[src/hdl/sfla_pkg.sv]
package sfla_pkg;

    // default sizes
    localparam int BLOCK_BYTES_DEF   = 1024 * 1024;
    localparam int SMALL_CLASSES_DEF = 32;
    localparam int SMALL_DEPTH_DEF   = 16;
    localparam int BIG_ENTRIES_DEF   = 64;
    localparam int LIVE_ENTRIES_DEF  = 256;
    localparam int ADDR_BITS_DEF     = 32;

    // result status codes
    localparam logic [2:0] ST_OK      = 3'd0;
    localparam logic [2:0] ST_LIMIT   = 3'd1;
    localparam logic [2:0] ST_UNKNOWN = 3'd2;
    localparam logic [2:0] ST_ZERO    = 3'd3;
    localparam logic [2:0] ST_FULL    = 3'd4;

    // configuration register indexes
    localparam int         CFG_IDX_W     = 1;
    localparam logic [0:0] CFG_MAX_POOL  = 1'd0;
    localparam logic [0:0] CFG_POOL_BASE = 1'd1;

    // datapath operations
    typedef logic [4:0] op_t;
    localparam op_t OP_NONE        = 5'd0;
    localparam op_t OP_LOAD        = 5'd1;
    localparam op_t OP_RD_SMALL    = 5'd2;
    localparam op_t OP_RD_FRONT    = 5'd3;
    localparam op_t OP_RD_BACK     = 5'd4;
    localparam op_t OP_TAKE_SMALL  = 5'd5;
    localparam op_t OP_TAKE_FRONT  = 5'd6;
    localparam op_t OP_TAKE_BACK   = 5'd7;
    localparam op_t OP_NEWBLK      = 5'd8;
    localparam op_t OP_LK_START    = 5'd9;
    localparam op_t OP_LK_STEP     = 5'd10;
    localparam op_t OP_RES_ZERO    = 5'd11;
    localparam op_t OP_RES_LIMIT   = 5'd12;
    localparam op_t OP_RES_UNKNOWN = 5'd13;
    localparam op_t OP_RES_FULL    = 5'd14;
    localparam op_t OP_COMMIT      = 5'd15;
    localparam op_t OP_INS_RD      = 5'd16;
    localparam op_t OP_INS_WR      = 5'd17;

    typedef struct packed {
        op_t op;
    } cmd_t;

    typedef struct packed {
        logic is_free;
        logic zero;
        logic over;
        logic small_hit;
        logic big_ne;
        logic fits;
        logic pool_over;
        logic lk_done;
        logic miss;
        logic full;
        logic put_big;
        logic ins_j0;
        logic ins_stop;
    } stat_t;

endpackage

[src/hdl/sfla_ctrl.sv]
module sfla_ctrl (
    input  logic            clk,
    input  logic            rst_n,
    input  logic            in_valid,
    output logic            in_ready,
    output logic            out_valid,
    input  logic            out_ready,
    input  sfla_pkg::stat_t stat,
    output sfla_pkg::cmd_t  cmd
);

    localparam logic [3:0] S_IDLE   = 4'd0;
    localparam logic [3:0] S_DECODE = 4'd1;
    localparam logic [3:0] S_SMALLD = 4'd2;
    localparam logic [3:0] S_FRONTD = 4'd3;
    localparam logic [3:0] S_BACKD  = 4'd4;
    localparam logic [3:0] S_CHKNEW = 4'd5;
    localparam logic [3:0] S_LOOKUP = 4'd6;
    localparam logic [3:0] S_CHECK  = 4'd7;
    localparam logic [3:0] S_INS_RD = 4'd8;
    localparam logic [3:0] S_INS_WR = 4'd9;
    localparam logic [3:0] S_OUT    = 4'd10;

    logic [3:0] state_reg;
    logic [3:0] state_next;

    assign in_ready  = (state_reg == S_IDLE);
    assign out_valid = (state_reg == S_OUT);

    // next state and datapath operation
    always_comb
    begin
        state_next = state_reg;
        cmd.op     = sfla_pkg::OP_NONE;
        unique case (state_reg)
            S_IDLE:
                if (in_valid)
                begin
                    cmd.op     = sfla_pkg::OP_LOAD;
                    state_next = S_DECODE;
                end
            S_DECODE:
                if (stat.is_free)
                begin
                    cmd.op     = sfla_pkg::OP_LK_START;
                    state_next = S_LOOKUP;
                end
                else if (stat.zero)
                begin
                    cmd.op     = sfla_pkg::OP_RES_ZERO;
                    state_next = S_OUT;
                end
                else if (stat.over)
                begin
                    cmd.op     = sfla_pkg::OP_RES_LIMIT;
                    state_next = S_OUT;
                end
                else if (stat.small_hit)
                begin
                    cmd.op     = sfla_pkg::OP_RD_SMALL;
                    state_next = S_SMALLD;
                end
                else if (stat.big_ne)
                begin
                    cmd.op     = sfla_pkg::OP_RD_FRONT;
                    state_next = S_FRONTD;
                end
                else
                begin
                    cmd.op     = sfla_pkg::OP_NEWBLK;
                    state_next = S_CHKNEW;
                end
            S_SMALLD:
            begin
                cmd.op     = sfla_pkg::OP_TAKE_SMALL;
                state_next = S_LOOKUP;
            end
            S_FRONTD:
                if (stat.fits)
                begin
                    cmd.op     = sfla_pkg::OP_TAKE_FRONT;
                    state_next = S_LOOKUP;
                end
                else
                begin
                    cmd.op     = sfla_pkg::OP_RD_BACK;
                    state_next = S_BACKD;
                end
            S_BACKD:
                if (stat.fits)
                begin
                    cmd.op     = sfla_pkg::OP_TAKE_BACK;
                    state_next = S_LOOKUP;
                end
                else
                begin
                    cmd.op     = sfla_pkg::OP_NEWBLK;
                    state_next = S_CHKNEW;
                end
            S_CHKNEW:
                if (stat.pool_over)
                begin
                    cmd.op     = sfla_pkg::OP_RES_LIMIT;
                    state_next = S_OUT;
                end
                else
                begin
                    cmd.op     = sfla_pkg::OP_LK_START;
                    state_next = S_LOOKUP;
                end
            S_LOOKUP:
            begin
                cmd.op = sfla_pkg::OP_LK_STEP;
                if (stat.lk_done)
                    state_next = S_CHECK;
            end
            S_CHECK:
                if (stat.miss)
                begin
                    cmd.op     = sfla_pkg::OP_RES_UNKNOWN;
                    state_next = S_OUT;
                end
                else if (stat.full)
                begin
                    cmd.op     = sfla_pkg::OP_RES_FULL;
                    state_next = S_OUT;
                end
                else
                begin
                    cmd.op     = sfla_pkg::OP_COMMIT;
                    state_next = stat.put_big ? S_INS_RD : S_OUT;
                end
            S_INS_RD:
            begin
                cmd.op     = sfla_pkg::OP_INS_RD;
                state_next = stat.ins_j0 ? S_OUT : S_INS_WR;
            end
            S_INS_WR:
            begin
                cmd.op     = sfla_pkg::OP_INS_WR;
                state_next = stat.ins_stop ? S_OUT : S_INS_RD;
            end
            S_OUT:
                if (out_ready)
                    state_next = S_IDLE;
            default: state_next = S_IDLE;
        endcase
    end

    always_ff @(posedge clk or negedge rst_n)
    begin
        if (!rst_n)
            state_reg <= S_IDLE;
        else
            state_reg <= state_next;
    end

endmodule

[config.mk]
export PLATFORM = sky130hd
export DESIGN_NAME = sfla_ctrl
export DESIGN_NICKNAME = d
export VERILOG_FILES = /design/src/hdl/sfla_pkg.sv /design/src/hdl/sfla_ctrl.sv
export SDC_FILE = /design/constraint.sdc
export NUM_CORES = 1
export LEC_CHECK = 0
export ABC_AREA = 1
export BUFFER_PORTS_ARGS = -buffer_cell sky130_fd_sc_hd__clkbuf_2
export CAP_MARGIN = 40
export CELL_PAD_IN_SITES_DETAIL_PLACEMENT = 0
export CELL_PAD_IN_SITES_GLOBAL_PLACEMENT = 2
export CORE_MARGIN = 1
export CORE_UTILIZATION = 24
export CTS_BUF_LIST = sky130_fd_sc_hd__clkbuf_2 sky130_fd_sc_hd__clkbuf_4 sky130_fd_sc_hd__clkbuf_8
export DETAILED_ROUTE_END_ITERATION = 16
export GPL_TIMING_DRIVEN = 1
export PLACE_DENSITY_LB_ADDON = 0.08
export RECOVER_POWER = 100
export SLEW_MARGIN = 20
export SYNTH_ARGS = -nofsm -noshare
export SYNTH_HDL_FRONTEND = slang
export SYNTH_SLANG_ARGS = --single-unit
export TNS_END_PERCENT = 30
[constraint.sdc]
create_clock -name clk -period 3.4 [get_ports clk]
set_input_delay 0.34 -clock clk [delete_from_list [all_inputs] [get_ports clk]]
set_output_delay 0.34 -clock clk [all_outputs]
set_load 0.1 [all_outputs]
---- Word-level counts from Yosys, hierarchy flattened ----
Cells that the tools add are included.
operators by class
  mux-type cells .......................... 29
  equal/unequal tests ..................... 13
  reduce and logical (&&, ||, !) cells .... 2
operator list
  operator              number
  $mux W4               13
  $pmux W5 S10          1
  $pmux W4 S11          1
  $mux W2               9
  $eq A4 B3 Y1 const B  4
  $eq A4 B4 Y1 const B  3
  $mux W3               3
  $eq A4 B2 Y1 const B  2
  $eq A4 B1 Y1 const B  1
  $logic_not A4 Y1      1
  $ne A2 B2 Y1 const B  2
  $reduce_and A3 Y1     1
  $mux W1               2
  $ne A2 B1 Y1 const B  1
storage, ports and cells
  input bits .............................. 17
  logic and storage cells ................. 45
  bits in registers ....................... 4
  output and inout bits ................... 7

---- Depth between registers and ports, before layout ----
  depth after elaboration ................. 6
  gate-level depth with buffers ........... 10
  mapped depth without buffers ............ 9

---- Least setup slack after synthesis ----
No wires, ideal clock.
  kind .................................... register -> output
  start ................................... register state_reg[3]
  end ..................................... output cmd[3] (netlist name)
  required time ........................... 3,060 ps
  cell stages (with the launch flop) ...... 4
  slack ................................... 937 ps
  arrival ................................. 2,123 ps
  cell sequence ........................... dfrtp_1 -> inv_2 -> nand2_1 -> o2111ai_1
RTL lines
  element                 RTL line          source
  start, declared         sfla_ctrl.sv:24   logic [3:0] state_reg;
  start signal, assigned  sfla_ctrl.sv:155  state_reg <= state_next;
  end, declared           sfla_ctrl.sv:9    output sfla_pkg::cmd_t cmd

==> out/qor.csv <==
metric;value;unit
r2r_start;state_reg[1];
timing.final.max_slew_violations;0;
clk_root_buffer_cell;clkbuf_4;
cts-buffers-inserted;3;
num_vias;743;
synth.lib_cells_used.distinct;20;
rsz0062_at_grt;no;
core_region_area;2255;µm²
timing.rr.end;state_reg[1];
clock_latency_at_the_later_pin_of_the_worst_skew_pair;230;ps
worst-path-max-fanout;8;
gp_congestion;0.7931;
run_status;complete, no violations;
yosysSeqAreaShare;0.1720;
yosysTopAreaCell;nand2_1;
synthToLayoutAreaGrowth;26.45;%
timing.critical_path.arrival;2090;ps
drt_pass1_iterations;4;
synth_fp_nets;123;
timing.critical_path.max_delay_family;buffers and inverters;
r2r_cells;9;
syn_area_per_cell;5.489;µm²
grt_pass1_vias;688;
global_route.overflow_total;0;
timing.critical_path.from_type;flip-flop;
relSlewSlack;0.2279;
crit_path_end_kind;primary output;
netlist_instances;106;
maxClockFrequency;0.4116;GHz
start_util;0.2580;
critical_path.endpoint;cmd[3];
tritoncts;built;
path_class;reg2out;
chipHeight;51.24;µm
grtUsageTotal;0.1446;
die-area;2625;µm²
synth_largest_type_area_fraction;0.1871;
maximum_number_of_pins_on_one_net_before_global_route_repair;9;
tns;0;ps
num-fill-cells;279;
largest_register_ffs;4;
post-route-period-util;0.7146;
die_width;51.24;µm
finalHoldViolCount;0;
worstPathBufferInverterCount;2;
worstMarginPinSlew;1163;ps
ff2ff_setup_slack;1830;ps
layout-drive-gt1-share;0.2348;
setup_violations;0;
sum_of_routed_wire_length_over_all_layers;1687;µm
fin_nets;151;
grt_pass1_wl;2856;µm
max_cap_violations;0;
postSynth.topFlopCell;dfrtp_1;
min_period;2430;ps
cts_max_level;1;
edff_count_synth;0;
cell_at_the_slowest_stage_of_the_critical_path;clkbuf_2;
num_rows;17;
antenna_cells_inserted;0;
drc;0;
port_buffers;23;
antenna_found_initial;0;
ant_nets;0;
ios;24;
timing.critical_path.from;state_reg[1];
post_synth_most_frequent_cells;nand2_1, nor2_1, inv_1, nand3_1;
clock_path_buffers;2;
route.detailed.wl_per_inst;10.54;µm
worstHoldPathType;in2reg;
clkSinkCount;4;
postSynthRegisterBits;4;
synth_area;581.8;µm²
worst_ep_required_time;3060;ps
dpl_wire_length;1494;µm
detailedRoute.firstIterationViolations;11;
finalClockSkew;2.065;ps
yosys_warnings;0;
timing.critical_path.depth;6;
viasPerCell;4.644;
buffers_inserted_during_post_cts_setup_optimization;0;
worstPathCellList;inv_1 > nand2_1 > nor2_1 > o21ai_0 > o2111ai_1 > clkbuf_2;
ys_async_sr_fraction;1.000;
yosys.cell_count.top_type;nand2_1;
critical_path.max_stage_delay;490;ps
synth.top_cells.by_area;nand2_1, dfrtp_1, nor2_1, inv_1, nand3_1;
cts.clk_slew.worst_paths;40;ps
-- worst min-delay path by stage --
| stage | slack [ps] | start | cells past startpoint | to |
|---|---|---|---|---|
| after CTS | 400 | stat[5] | 4 | state_reg[1] |
| after detailed placement | 150 | rst_n | 1 | state_reg[0] |
| after global placement | 150 | rst_n | 1 | state_reg[0] |
| after floorplan | 40 | rst_n | 0 | state_reg[0] |
| final | 400 | stat[5] | 4 | state_reg[1] |
| after global routing | 420 | stat[5] | 4 | state_reg[1] |
-- layout make-up --
class / count / area [µm²] / share of cell area
inverter: 19 / 71.32 / 0.09694
multi-input combinational: 82 / 386.6 / 0.5255
sequential: 4 / 100.1 / 0.1361
clock buffer: 3 / 22.52 / 0.03061
tap: 28 / 35.03 / 0.04762
timing repair buffer: 24 / 120.1 / 0.1633
-- tightest hold or removal path, stage by stage --
cell	delay [ps]
clkbuf_2	80
o21ai_0	70
inv_1	50
nand2_1	50
-- placed cells by master, fill, tap and decap left out --
cell type | synthesis | final
nor3_1 | 1 | 1
o2111ai_1 | 2 | 2
nor2_4 | 2 | 1
inv_2 | 4 | 3
nor2_2 | 5 | 5
o21ai_1 | 1 | 1
nor3b_1 | 1 | 1
clkbuf_2 | 0 | 19
o21a_1 | 1 | 1
o21ai_0 | 5 | 5
dfrtp_1 | 4 | 4
clkbuf_4 | 0 | 3
clkbuf_1 | 0 | 4
dlygate4sd3_1 | 0 | 1
nand3_1 | 11 | 12
inv_1 | 15 | 16
nand4_1 | 2 | 2
or2_1 | 1 | 1
o211ai_1 | 2 | 2
nor2_1 | 16 | 17
nand2_1 | 29 | 29
a21oi_1 | 2 | 2
-- repair_timing --
| item | 4_1_cts | 5_1_grt |
|---|---|---|
| endpoints found under the hold margin | 4 | 0 |
| hold buffers | 1 | 0 |
| resized for setup | 0 | 0 |
-- routing by layer --
metal,track usage,share of wire
met4,0.02703,0
met3,0.02976,0.042
met5,0,0
met1,0.1904,0.50
met2,0.2434,0.45
-- logic make-up after synthesis --
logic type | share of synthesized area
buf+inv | 0.1419
compound gates | 0.1376
simple gates | 0.5484
flops | 0.1720
-- stage by stage --
stage | area, µm² | setup WS (ps) | instances | hold WS, ps | utilization
3_3_place_gp | 720.7 | 1470 | 156 | 148.0 | 0.3196
3_5_place_dp | 720.7 | 1486 | 156 | 149.3 | 0.3196
4_1_cts | 753.2 | 1232 | 160 | 397.9 | 0.3341
5_1_grt | 735.7 | 795.0 | 160 | 422.4 | 0.3263
6_report | 735.7 | 970.3 | 160 | 402.3 | 0.3263
2_1_floorplan | 581.8 | 937.1 | 106 | 44.41 | -
Power is not shown: default switching activity piles up to over one toggle a cycle in this logic, so the estimate is an artifact.
